## config.mk

```make
export PLATFORM = sky130hd
export DESIGN_NAME = crc_checked_command_frame_parser_core
export DESIGN_NICKNAME = d
export VERILOG_FILES = /design/src/rtl/core/ccfp_pkg.sv /design/src/rtl/core/ccfp_frame_fsm.sv /design/src/rtl/core/crc_checked_command_frame_parser_core.sv
export VERILOG_INCLUDE_DIRS = /design/src /design/src/rtl/core
export SDC_FILE = /design/constraint.sdc
export NUM_CORES = 1
export LEC_CHECK = 0
export BUFFER_PORTS_ARGS = -buffer_cell sky130_fd_sc_hd__buf_2
export CORE_ASPECT_RATIO = 1.5
export CORE_MARGIN = 1.5
export CORE_UTILIZATION = 35
export DETAILED_ROUTE_END_ITERATION = 6
export SETUP_SLACK_MARGIN = 0.05
export SYNTH_ARGS = -nofsm -noshare
export SYNTH_HDL_FRONTEND = slang
export SYNTH_SLANG_ARGS = --single-unit
```

## constraint.sdc

```tcl
create_clock -name i_clk -period 8.9 [get_ports i_clk]
set_clock_uncertainty 0.05 [all_clocks]
set_input_delay 0.445 -clock i_clk [delete_from_list [all_inputs] [get_ports i_clk]]
set_output_delay 0.445 -clock i_clk [all_outputs]
set_load 0.01 [all_outputs]
```

## src/rtl/core/crc_checked_command_frame_parser_core_assert.svh

```systemverilog
// Assertion macros for the command frame parser core.
// Taken in by the top level; needs no other file.
`ifndef CRC_CHECKED_COMMAND_FRAME_PARSER_CORE_ASSERT_SVH
`define CRC_CHECKED_COMMAND_FRAME_PARSER_CORE_ASSERT_SVH
`ifndef SYNTHESIS
`define CCFP_ASSERT_IMPLIES(label, clk, rst_n, ante, cons) \
    label: assert property (@(posedge clk) disable iff (!(rst_n)) (ante) |-> (cons)) \
        else $error("frame parser check failed");
`define CCFP_ASSERT_NEXT(label, clk, rst_n, ante, cons) \
    label: assert property (@(posedge clk) disable iff (!(rst_n)) (ante) |=> (cons)) \
        else $error("frame parser check failed");
`else
`define CCFP_ASSERT_IMPLIES(label, clk, rst_n, ante, cons)
`define CCFP_ASSERT_NEXT(label, clk, rst_n, ante, cons)
`endif
`endif

```

## src/rtl/core/ccfp_pkg.sv

```systemverilog
// Package for the command frame parser: phase and status codes, framing
// characters, the result record and the byte-wide CRC-16 update. No dependencies.
`timescale 1ns / 1ps

package ccfp_pkg;

    typedef enum logic [2:0] {
        PH_IDLE   = 3'd0,
        PH_CMD    = 3'd1,
        PH_SEP    = 3'd2,
        PH_ARG    = 3'd3,
        PH_CHK_LO = 3'd4,
        PH_CHK_HI = 3'd5
    } t_phase;

    typedef enum logic [3:0] {
        ST_NOISE   = 4'd0,
        ST_START   = 4'd1,
        ST_CMD     = 4'd2,
        ST_ARG     = 4'd3,
        ST_SEP     = 4'd4,
        ST_CRC_LO  = 4'd5,
        ST_OK      = 4'd6,
        ST_BAD     = 4'd7,
        ST_CMD_OVF = 4'd8,
        ST_BAD_SEP = 4'd9,
        ST_ARG_OVF = 4'd10
    } t_status;

    localparam logic [7:0]  CHAR_START = 8'h21;
    localparam logic [7:0]  CHAR_ARG   = 8'h2B;
    localparam logic [7:0]  CHAR_END   = 8'h2A;
    localparam logic [7:0]  CHAR_NUL   = 8'h00;
    localparam logic [15:0] CRC_INIT   = 16'h0001;
    localparam logic [15:0] CRC_POLY   = 16'hA001;

    typedef struct packed {
        t_status     status;
        logic [7:0]  data_byte;
        logic [2:0]  field_index;
        logic [3:0]  position;
        logic [15:0] computed_crc;
        logic [15:0] received_crc;
    } t_result;

    function automatic logic [15:0] crc16_feed(input logic [15:0] crc, input logic [7:0] b);
        logic [15:0] c;
        c = crc ^ {8'h00, b};
        for (int i = 0; i < 8; i++) begin
            if (c[0]) begin
                c = (c >> 1) ^ CRC_POLY;
            end else begin
                c = c >> 1;
            end
        end
        return c;
    endfunction

endpackage

```

## src/rtl/core/ccfp_frame_fsm.sv

```systemverilog
// Frame parser state machine: phase, field counters, running CRC and checksum.
// Uses ccfp_pkg for codes, the result record and the CRC update.
`timescale 1ns / 1ps

module ccfp_frame_fsm #(
    parameter int FIELD_LEN = 16,
    parameter int MAX_ARGS  = 4
) (
    input  logic             i_clk,
    input  logic             i_rst_n,
    input  logic             i_step,
    input  logic [7:0]       i_byte,
    output ccfp_pkg::t_result o_result
);

    localparam int BW = $clog2(FIELD_LEN + 1);
    localparam int AW = $clog2(MAX_ARGS + 1);
    localparam int FW = ((AW > 3) ? AW : 3) + 1;
    localparam int PW = (BW > 4) ? BW : 4;

    ccfp_pkg::t_phase r_phase, n_phase;
    logic [BW-1:0]    r_byte_cnt, n_byte_cnt;
    logic [AW-1:0]    r_arg_cnt, n_arg_cnt;
    logic [15:0]      r_crc, n_crc;
    logic [7:0]       r_chk_lo, n_chk_lo;

    logic [FW-1:0] w_arg_ext;
    logic [FW-1:0] w_arg_inc;
    logic [PW-1:0] w_pos_ext;
    logic [15:0]   w_crc_fed;
    logic [15:0]   w_rcv;

    assign w_arg_ext = FW'(r_arg_cnt);
    assign w_arg_inc = w_arg_ext + FW'(1);
    assign w_pos_ext = PW'(r_byte_cnt);
    assign w_crc_fed = ccfp_pkg::crc16_feed(r_crc, i_byte);
    assign w_rcv     = {i_byte, r_chk_lo};

    always_ff @(posedge i_clk) begin
        if (!i_rst_n) begin
            r_phase    <= ccfp_pkg::PH_IDLE;
            r_byte_cnt <= '0;
            r_arg_cnt  <= '0;
            r_crc      <= ccfp_pkg::CRC_INIT;
            r_chk_lo   <= '0;
        end else if (i_step) begin
            r_phase    <= n_phase;
            r_byte_cnt <= n_byte_cnt;
            r_arg_cnt  <= n_arg_cnt;
            r_crc      <= n_crc;
            r_chk_lo   <= n_chk_lo;
        end
    end

    always_comb begin
        n_phase    = r_phase;
        n_byte_cnt = r_byte_cnt;
        n_arg_cnt  = r_arg_cnt;
        n_crc      = r_crc;
        n_chk_lo   = r_chk_lo;

        o_result.status       = ccfp_pkg::ST_NOISE;
        o_result.data_byte    = i_byte;
        o_result.field_index  = 3'd0;
        o_result.position     = 4'd0;
        o_result.received_crc = 16'd0;

        unique case (r_phase)
            ccfp_pkg::PH_IDLE: begin
                if (i_byte == ccfp_pkg::CHAR_START) begin
                    o_result.status = ccfp_pkg::ST_START;
                    n_phase    = ccfp_pkg::PH_CMD;
                    n_byte_cnt = '0;
                    n_arg_cnt  = '0;
                    n_crc      = ccfp_pkg::CRC_INIT;
                end
            end
            ccfp_pkg::PH_CMD: begin
                o_result.position = w_pos_ext[3:0];
                if (r_byte_cnt >= BW'(FIELD_LEN)) begin
                    o_result.status = ccfp_pkg::ST_CMD_OVF;
                    n_phase = ccfp_pkg::PH_IDLE;
                end else begin
                    o_result.status = ccfp_pkg::ST_CMD;
                    n_crc      = w_crc_fed;
                    n_byte_cnt = r_byte_cnt + BW'(1);
                    if (i_byte == ccfp_pkg::CHAR_NUL) begin
                        n_phase = ccfp_pkg::PH_SEP;
                    end
                end
            end
            ccfp_pkg::PH_SEP: begin
                o_result.field_index = w_arg_ext[2:0];
                n_crc = w_crc_fed;
                if (i_byte == ccfp_pkg::CHAR_ARG) begin
                    o_result.status = ccfp_pkg::ST_SEP;
                    n_phase    = ccfp_pkg::PH_ARG;
                    n_byte_cnt = '0;
                end else if (i_byte == ccfp_pkg::CHAR_END) begin
                    o_result.status = ccfp_pkg::ST_SEP;
                    n_phase    = ccfp_pkg::PH_CHK_LO;
                    n_byte_cnt = '0;
                end else begin
                    o_result.status = ccfp_pkg::ST_BAD_SEP;
                    n_phase = ccfp_pkg::PH_IDLE;
                end
            end
            ccfp_pkg::PH_ARG: begin
                o_result.position = w_pos_ext[3:0];
                if (r_arg_cnt >= AW'(MAX_ARGS) || r_byte_cnt >= BW'(FIELD_LEN)) begin
                    o_result.status      = ccfp_pkg::ST_ARG_OVF;
                    o_result.field_index = w_arg_ext[2:0];
                    n_phase = ccfp_pkg::PH_IDLE;
                end else begin
                    o_result.status      = ccfp_pkg::ST_ARG;
                    o_result.field_index = w_arg_inc[2:0];
                    n_crc      = w_crc_fed;
                    n_byte_cnt = r_byte_cnt + BW'(1);
                    if (i_byte == ccfp_pkg::CHAR_NUL) begin
                        n_phase   = ccfp_pkg::PH_SEP;
                        n_arg_cnt = r_arg_cnt + AW'(1);
                    end
                end
            end
            ccfp_pkg::PH_CHK_LO: begin
                o_result.status      = ccfp_pkg::ST_CRC_LO;
                o_result.field_index = w_arg_ext[2:0];
                n_chk_lo = i_byte;
                n_phase  = ccfp_pkg::PH_CHK_HI;
            end
            ccfp_pkg::PH_CHK_HI: begin
                o_result.field_index  = w_arg_ext[2:0];
                o_result.received_crc = w_rcv;
                o_result.status = (w_rcv == r_crc) ? ccfp_pkg::ST_OK : ccfp_pkg::ST_BAD;
                n_phase = ccfp_pkg::PH_IDLE;
            end
            default: begin
                n_phase = ccfp_pkg::PH_IDLE;
            end
        endcase

        o_result.computed_crc = n_crc;
    end

endmodule

```

## src/rtl/core/crc_checked_command_frame_parser_core.sv

```systemverilog
// Top level of the CRC-checked command frame parser: input register, parser
// state machine (ccfp_frame_fsm) and result register. Uses ccfp_pkg.
//
//   Channel   Direction  Handshake                   Payload
//   rx        in         i_rx_valid / o_rx_stall     i_rx_byte
//   res       out        o_res_valid / i_res_stall   o_status, o_data_byte, o_field_index,
//                                                    o_position, o_computed_crc,
//                                                    o_received_crc
//
// One byte per cycle while the result side does not stall; each byte goes from the input register,
// through the CRC-16 byte update and the phase decision, into the result register.
// Reset is synchronous and active low and returns the parser to idle with the CRC at one.
// A stall on a valid result holds the result register and a full input register, and
// stalls the input side only when both are full.
`timescale 1ns / 1ps

`include "crc_checked_command_frame_parser_core_assert.svh"

module crc_checked_command_frame_parser_core #(
    parameter int FIELD_LEN = 16,
    parameter int MAX_ARGS  = 4
) (
    input  logic        i_clk,
    input  logic        i_rst_n,
    input  logic        i_rx_valid,
    output logic        o_rx_stall,
    input  logic [7:0]  i_rx_byte,
    output logic        o_res_valid,
    input  logic        i_res_stall,
    output logic [3:0]  o_status,
    output logic [7:0]  o_data_byte,
    output logic [2:0]  o_field_index,
    output logic [3:0]  o_position,
    output logic [15:0] o_computed_crc,
    output logic [15:0] o_received_crc
);

    logic              r_in_valid;
    logic [7:0]        r_in_byte;
    logic              r_out_valid;
    ccfp_pkg::t_result r_out;
    ccfp_pkg::t_result w_result;
    logic              w_advance;
    logic              w_step;
    logic              w_in_load;
    logic              w_res_ok;
    logic              w_res_mid;
    logic              w_full;

    assign w_advance = !r_out_valid || !i_res_stall;
    assign w_step    = r_in_valid && w_advance;
    assign w_in_load = !r_in_valid || w_advance;
    assign o_rx_stall = !w_in_load;

    always_ff @(posedge i_clk) begin
        if (!i_rst_n) begin
            r_in_valid <= 1'b0;
        end else if (w_in_load) begin
            r_in_valid <= i_rx_valid;
        end
    end

    always_ff @(posedge i_clk) begin
        if (w_in_load && i_rx_valid) begin
            r_in_byte <= i_rx_byte;
        end
    end

    ccfp_frame_fsm #(
        .FIELD_LEN(FIELD_LEN),
        .MAX_ARGS (MAX_ARGS)
    ) u_fsm (
        .i_clk   (i_clk),
        .i_rst_n (i_rst_n),
        .i_step  (w_step),
        .i_byte  (r_in_byte),
        .o_result(w_result)
    );

    always_ff @(posedge i_clk) begin
        if (!i_rst_n) begin
            r_out_valid <= 1'b0;
        end else if (w_advance) begin
            r_out_valid <= r_in_valid;
        end
    end

    always_ff @(posedge i_clk) begin
        if (w_step) begin
            r_out <= w_result;
        end
    end

    assign o_res_valid    = r_out_valid;
    assign o_status       = r_out.status;
    assign o_data_byte    = r_out.data_byte;
    assign o_field_index  = r_out.field_index;
    assign o_position     = r_out.position;
    assign o_computed_crc = r_out.computed_crc;
    assign o_received_crc = r_out.received_crc;

    assign w_res_ok  = o_res_valid && (o_status == ccfp_pkg::ST_OK);
    assign w_res_mid = o_res_valid && (o_status != ccfp_pkg::ST_OK)
                       && (o_status != ccfp_pkg::ST_BAD);
    assign w_full    = r_in_valid && r_out_valid;

    `CCFP_ASSERT_IMPLIES(a_ok_means_match, i_clk, i_rst_n, w_res_ok, o_computed_crc == o_received_crc)
    `CCFP_ASSERT_IMPLIES(a_rcv_only_at_end, i_clk, i_rst_n, w_res_mid, o_received_crc == 16'd0)
    `CCFP_ASSERT_IMPLIES(a_stall_only_full, i_clk, i_rst_n, o_rx_stall, w_full && i_res_stall)
    `CCFP_ASSERT_NEXT(a_step_gives_result, i_clk, i_rst_n, w_step, r_out_valid)

endmodule

```

## Word-level counts from Yosys, hierarchy flattened

Index checks and enable logic that the tools add are counted.

- Flip-flop bits (word level): 96
- Output and inout bits: 53
- Word-level logic and storage cells: 99
- Input port bits: 12

- Mux-type cells: 38
- Add/subtract/negate cells: 3
- Eq/ne operators: 14
- Order comparisons: 2
- Reduce and logical (&&, ||, !) cells: 19
- Bitwise operators: 9

Operator list:

| cell | count |
|---|---|
| two-way mux 16 bit | 11 |
| one-hot mux 16 bit (4 select lines) | 1 |
| two-way mux 3 bit | 10 |
| two-way mux 5 bit | 5 |
| == test 8 x 6 -> 1 bit (second input constant) | 3 |
| NOT 2 -> 3 bit | 8 |
| one-hot mux 4 bit (6 select lines) | 1 |
| one-hot mux 5 bit (4 select lines) | 1 |
| == test 16 bit | 1 |
| two-way mux 4 bit | 4 |
| XOR 16 x 8 -> 16 bit | 1 |
| one-hot mux 3 bit (5 select lines) | 1 |
| one-hot mux 3 bit (2 select lines) | 2 |
| logical NOT 8 bit | 1 |
| adder 3 x 1 -> 3 bit (second input constant) | 2 |
| == test 3 x 2 -> 1 bit (second input constant) | 2 |
| == test 3 bit (second input constant) | 2 |
| AND reduction 6 bit | 1 |
| adder 5 x 1 -> 5 bit (second input constant) | 1 |
| greater-or-equal comparator 5 bit (second input constant) | 1 |
| AND reduction 5 bit | 1 |
| logical NOT 1 bit | 4 |
| != test 2 x 1 -> 1 bit (second input constant) | 2 |
| != test 2 bit (second input constant) | 2 |
| 12 further kinds | 17 |

## Depth between registers and ports, before layout

- Depth after elaboration: 19
- Gate-level depth with buffers: 10
- Depth with buffers taken out: 6

## Cells and area by module

From an unflattened synthesis, not the netlist that was laid out.

- Cell total of the unflattened synthesis: 374
- Area total of the unflattened synthesis: 4423.0 µm²

Modules (own cells, without submodules):

| module | cells each | area an instance (µm²) | seq. area each (µm²) | instances |
|---|---|---|---|---|
| ccfp_frame_fsm | 307 | 2567.5 | 700.7 | 1 |
| crc_checked_command_frame_parser_core | 67 | 1855.5 | 1811.7 | 1 |

## Worst setup path before layout

No wires, ideal clock.

- Kind: input to register
- From: in i_res_stall
- To: reg u_fsm.r_chk_lo[7]
- Slack: 5392 ps
- Stages on the path: 7
- Buffers on the path: 1
- Data arrival time: 3330 ps
- Library setup time: 128 ps
- Required time: 8722 ps
- Cell sequence: nand2_1 -> nand2_1 -> inv_1 -> clkbuf_1 -> nand3_1 -> mux2i_1 -> nor2_1

- Word-level cells in the longest chain between the ends: 4

RTL lines:

| element | RTL line | source |
|---|---|---|
| start, declared | crc_checked_command_frame_parser_core.sv:29 | `input logic i_res_stall,` |
| logical NOT 1 bit | crc_checked_command_frame_parser_core.sv:50 | `assign w_advance = !r_out_valid \|\| !i_res_stall;` |
| logical OR 1 bit | crc_checked_command_frame_parser_core.sv:50 |  |
| logical AND 1 bit | crc_checked_command_frame_parser_core.sv:51 | `assign w_step = r_in_valid && w_advance;` |
| net u_fsm.i_step | ccfp_frame_fsm.sv:11 | `input logic i_step,` |
| AND reduction 2 bit (no line) | - |  |
| end signal, assigned | ccfp_frame_fsm.sv:51 | `r_chk_lo <= n_chk_lo;` |
| end, declared | ccfp_frame_fsm.sv:25 | `logic [7:0] r_chk_lo, n_chk_lo;` |

The timed path passes the listed nets, and every way through them passes these cells.
A chain may end at the register's enable or synchronous reset.

## Final worst setup path

- From: reg u_fsm.r_phase[0]
- To: reg u_fsm.r_crc[11]

- Word-level cells in the longest chain between the ends: 2
- Elaborated cells on any way between the ends: 5
- Classes of those cells: eq/ne (3); mux (1); reduce/logical (1)

RTL lines:

| element | RTL line | source |
|---|---|---|
| start, declared | ccfp_frame_fsm.sv:21 | `ccfp_pkg::t_phase r_phase, n_phase;` |
| start signal, assigned | ccfp_frame_fsm.sv:41 | `r_phase <= ccfp_pkg::PH_IDLE;` |
| start signal, assigned | ccfp_frame_fsm.sv:47 | `r_phase <= n_phase;` |
| == test 3 x 2 -> 1 bit (tied with other cells) | ccfp_frame_fsm.sv:68 | `unique case (r_phase)` |
| one-hot mux 16 bit (4 select lines) (*) | ccfp_frame_fsm.sv:68 |  |
| end signal, assigned | ccfp_frame_fsm.sv:44 | `r_crc <= ccfp_pkg::CRC_INIT;` |
| end signal, assigned | ccfp_frame_fsm.sv:50 | `r_crc <= n_crc;` |
| end, declared | ccfp_frame_fsm.sv:24 | `logic [15:0] r_crc, n_crc;` |

Every way passes the cells marked *; elsewhere a longest branch is shown, timed or not.

==> metrics.md <==
| Metric | Value |
|---|---|
| Result of the run | finished clean |
| Count of hold buffers inserted by post-cts repair | 0 |
| Buffer type at the clock tree root | sky130_fd_sc_hd__clkbuf_16 |
| Initial standard-cell utilization of the core | 35.9% |
| Final Hold Vio Count | 0 |
| Total number of vias | 2963 |
| Setup TNS Final | 0 ps |
| GPL Wtd Cong | 0.871 |
| # diodes | 0 |
| Final period utilization | 35.3% |
| Register area share after synthesis | around 58% |
| Die ar. | 13000 µm² |
| Pin count of the biggest net entering global routing | 40 |
| Least-Margin Pin Slew | 1100 ps |
| Std-Cell Core Area | 12000 µm² |
| Synthesized netlist net count | 382 |
| Post-synth top area share | 41.0% |
| Sum of overflow across all layers after global routing | 0 |
| Worst skew pair latency | roughly 340 ps |
| Total global-route track usage | 15.0% |
| Cell count after placement | 564 |
| Final Max Tran Viols | 0 |
| Cells after synthesis | about 370 |
| DRC violations left | 0 |
| Hold WC Path Type | in -> reg |
| Crit Path Class | reg -> reg |
| Maximum fanout along the worst path | 36 |
| Deepest clock path buffer count | 2 |
| TritonCTS Buffers | 9 |
| Maximum clock frequency | 0.318 GHz |
| Depth of the most critical reg-to-reg path | 6 |
| CP max-delay cell | sky130_fd_sc_hd__dfxtp_1 |
| CTS tree | built |
| Data required, critical path | 9080 ps |
| Hold path endpoint | r_in_byte[4] |
| Terminus of the critical flop-to-flop path | u_fsm.r_crc[11] |
| Max H-tree Level | 3 |
| Post-CTS sizing | 0 |
| Final instance count without filler cells | 580 |
| Worst-case vdd ir drop | between 0.0001 and 0.00015 V |
| Number of sinks handled by clock tree synthesis | 96 |
| Number of buffer and inverter instances along the worst setup path | 0 |
| WL/cell | 16.4 µm |
| Clock edge transition at the registers on the reported setup and hold paths | about 70 ps |
| Area grow syn2layout | 17.1% |
| Highest cell delay on the worst timing path | around 990 ps |
| Vias in the first global route | 2923 |
| Detailed Routing Iterations Pass 1 | 6 |
| Start of the worst register-to-register path | u_fsm.r_phase[0] |
| Buffers inserted by post-CTS timing repair | 0 |
| Setup-failing EPs final | 0 |
| Wire length reported by the detailed router | 9.49 mm |
| Average vias per placed instance | 5.11 |
| Number of placed I/O pins | 65 |
| Warnings from Yosys | 0 |
| Post-detailed-route count of antenna-violating nets | 0 |
| Height of the chip | 139 µm |
| Power per Cell Area | 188 nW/µm² |
| Unrepaired setup endpoints after global routing | false |
| Cell types occupying the most area after synthesis | sky130_fd_sc_hd__edfxtp_1, sky130_fd_sc_hd__dfxtp_1, sky130_fd_sc_hd__xor2_1 |
| Average instance area after synthesis | 11.8 µm² |
| Startpoint Class | flop |
| Wire length of the first global-routing pass | 14.9 mm |
| Horiz. Die Dim | 93.7 µm |
| Number of stages on the worst setup path | 6 |
| Final min period | 3140 ps |
| Number of standard-cell rows in the floorplan | 49 |
| Endpoint kind of the worst setup timing path | flop |
| Leakage power | 2.03 nW |
| Sum of net half-perimeters after detailed placement | 6.68 mm |
| Hold wc startpoint | i_rx_byte[4] |
| Ratio of cells with drive above 1 in the final layout | 22.0% |
| Detailed router's first-iteration violation count | a little under 200 |
| Cell-by-cell trace of the critical path | nor2_1, a211o_1, and2_1, nand2b_1, a22oi_1, nor2b_1 |
| Worst hold stages | 1 |
| Mapped cell area | between 4000 and 5000 µm² |
| Reg2Reg Setup Slack | 5760 ps |
| CP delay by family, top | simple AND/OR/NAND/NOR gates |
| Worst slew margin | a little over a quarter |
| Number of register bits inferred by synthesis | 96 |
| Critical path data arrival time | between 3000 and 4000 ps |
| Nets | 437 |
| Netlist cell types | 50 |
| Cell type with the highest aggregate area in the netlist | sky130_fd_sc_hd__edfxtp_1 |
| Buffers added on ports | 64 |
| Max-cap viol count | 0 |
| Number of antenna violations at the first check in global routing | 0 |
==> worst reg2reg max path, delay by kind of cell (launching register included) <==
kind / cells / cell delay [ps]
AO/OA/AOI/OAI: 2 / 760
AND/OR/NAND/NOR: 4 / 1240
flip-flops: 1 / 990
==> layout by cell type (no fill, tap or decap), types with 2 or more instances in the layout <==
cell / Yosys / routed
sky130_fd_sc_hd__inv_1: 7 / 6
sky130_fd_sc_hd__nand2b_1: 2 / 2
sky130_fd_sc_hd__nand4_1: 3 / 3
sky130_fd_sc_hd__or3_1: 2 / 2
sky130_fd_sc_hd__bufinv_16: 0 / 2
sky130_fd_sc_hd__xnor2_1: 14 / 14
sky130_fd_sc_hd__edfxtp_1: 59 / 59
sky130_fd_sc_hd__nand3_1: 7 / 7
sky130_fd_sc_hd__a22o_1: 9 / 9
sky130_fd_sc_hd__dfxtp_1: 37 / 37
sky130_fd_sc_hd__and3_1: 16 / 16
sky130_fd_sc_hd__nor2_1: 24 / 24
sky130_fd_sc_hd__a211oi_1: 2 / 2
sky130_fd_sc_hd__buf_4: 1 / 2
sky130_fd_sc_hd__buf_2: 6 / 64
sky130_fd_sc_hd__ha_1: 3 / 3
sky130_fd_sc_hd__xor2_1: 20 / 20
sky130_fd_sc_hd__nor3_1: 3 / 3
sky130_fd_sc_hd__o21ai_0: 9 / 9
sky130_fd_sc_hd__xor2_2: 2 / 2
sky130_fd_sc_hd__a21o_1: 7 / 7
sky130_fd_sc_hd__a31oi_1: 3 / 3
sky130_fd_sc_hd__and3_2: 2 / 2
sky130_fd_sc_hd__clkbuf_16: 0 / 9
sky130_fd_sc_hd__nor2b_1: 21 / 21
sky130_fd_sc_hd__nand2_1: 26 / 26
sky130_fd_sc_hd__o221a_2: 3 / 3
sky130_fd_sc_hd__a21oi_1: 11 / 11
sky130_fd_sc_hd__and2_1: 5 / 5
sky130_fd_sc_hd__nor4_1: 5 / 5
sky130_fd_sc_hd__mux2i_1: 10 / 10
sky130_fd_sc_hd__a22oi_1: 15 / 15
==> worst max path at each step <==
stage | start | endpoint | slack, ps
2_1_floorplan | i_res_stall | u_fsm.r_chk_lo[7] | 5390
3_3_place_gp | u_fsm.r_phase[0] | u_fsm.r_crc[1] | 5920
3_5_place_dp | u_fsm.r_phase[0] | u_fsm.r_crc[11] | 5800
4_1_cts | u_fsm.r_phase[0] | u_fsm.r_crc[11] | 5790
5_1_grt | u_fsm.r_phase[0] | u_fsm.r_crc[5] | 5470
6_report | u_fsm.r_phase[0] | u_fsm.r_crc[11] | 5760
==> state kept, by name, indices dropped and copies added (netlist names) <==
signal / count
u_fsm.r_byte_cnt: 5
u_fsm.r_phase: 3
o_data_byte: 8
o_position: 4
o_computed_crc: 16
o_received_crc: 16
r_in_byte: 8
o_status: 4
u_fsm.r_arg_cnt: 3
u_fsm.r_chk_lo: 8
o_res_valid: 1
u_fsm.r_crc: 16
o_field_index: 3
r_in_valid: 1
==> Yosys cell counts, drive strengths merged <==
library cell	number
and3b	1
a21boi	1
nor2	24
nor4b	1
or4b	1
a22o	9
a31oi	3
buf	8
xnor2	14
a21oi	11
clkbuf	14
nor4	6
a21o	7
and3	18
a22oi	15
nand3b	1
a211o	1
or3	2
and4	2
mux2i	10
nor3	3
nor4bb	1
nand2	26
a211oi	2
nand2b	3
o21ai	10
a32oi	1
and2	5
dfxtp	37
nor2b	21
nor3b	1
inv	7
edfxtp	59
or2	1
nand3	7
a311oi	1
nand4	3
xor2	22
xor3	1
ha	3
o221a	3
nand4b	1
==> layout make-up <==
type | instances | area [µm²]
clock buffer | 10 | 229
clock inverter | 6 | 85.1
fill | 1187 | 6960
inverter | 7 | 26.3
multi-input combinational | 242 | 1680
sequential | 96 | 2510
tap | 153 | 191
timing repair buffer | 66 | 335
==> kinds of logic after synthesis <==
logic type | share of synthesized area, %
and+or+nand+nor | 16.9
adders and majority gates | 0.869
AOI/OAI and AO/OA | 10.6
buffers and inverters | 2.96
muxes | 2.32
DFF | 58.2
xor gates and xnor gates | 8.23
==> report_power, final <==
group          switching [W]  leakage, nW  internal, W
clock network       0.000159        0.150     0.000245
registers         0.00000959        0.858     0.000483
logic              0.0000313         1.02    0.0000205
total               0.000200         2.03     0.000749
==> routing by layer <==
metal / up-vias / global-route usage, % / part of all wire (%)
met5: - / 0 / 0
met4: 0 / 8.80 / 4.3
met3: 25 / 2.69 / 3.7
met2: 86 / 26.2 / 52
met1: 1413 / 16.6 / 40
li1: 1439 / - / -
==> metrics by stage <==
stage	setup slack [ps]	util (%)	hold WS (ps)	cell area, µm²	total power (W)
finish	5760	42.1	227	5060	0.000948
global route	5470	42.1	223	5060	0.000979
CTS	5790	42.1	219	5060	0.000957
detailed placement	5800	39.5	449	4740	0.000555
global placement	5920	39.5	418	4740	0.000554
floorplan	5390	-	371	4320	0.000535
(Power assumes the default switching activity.)
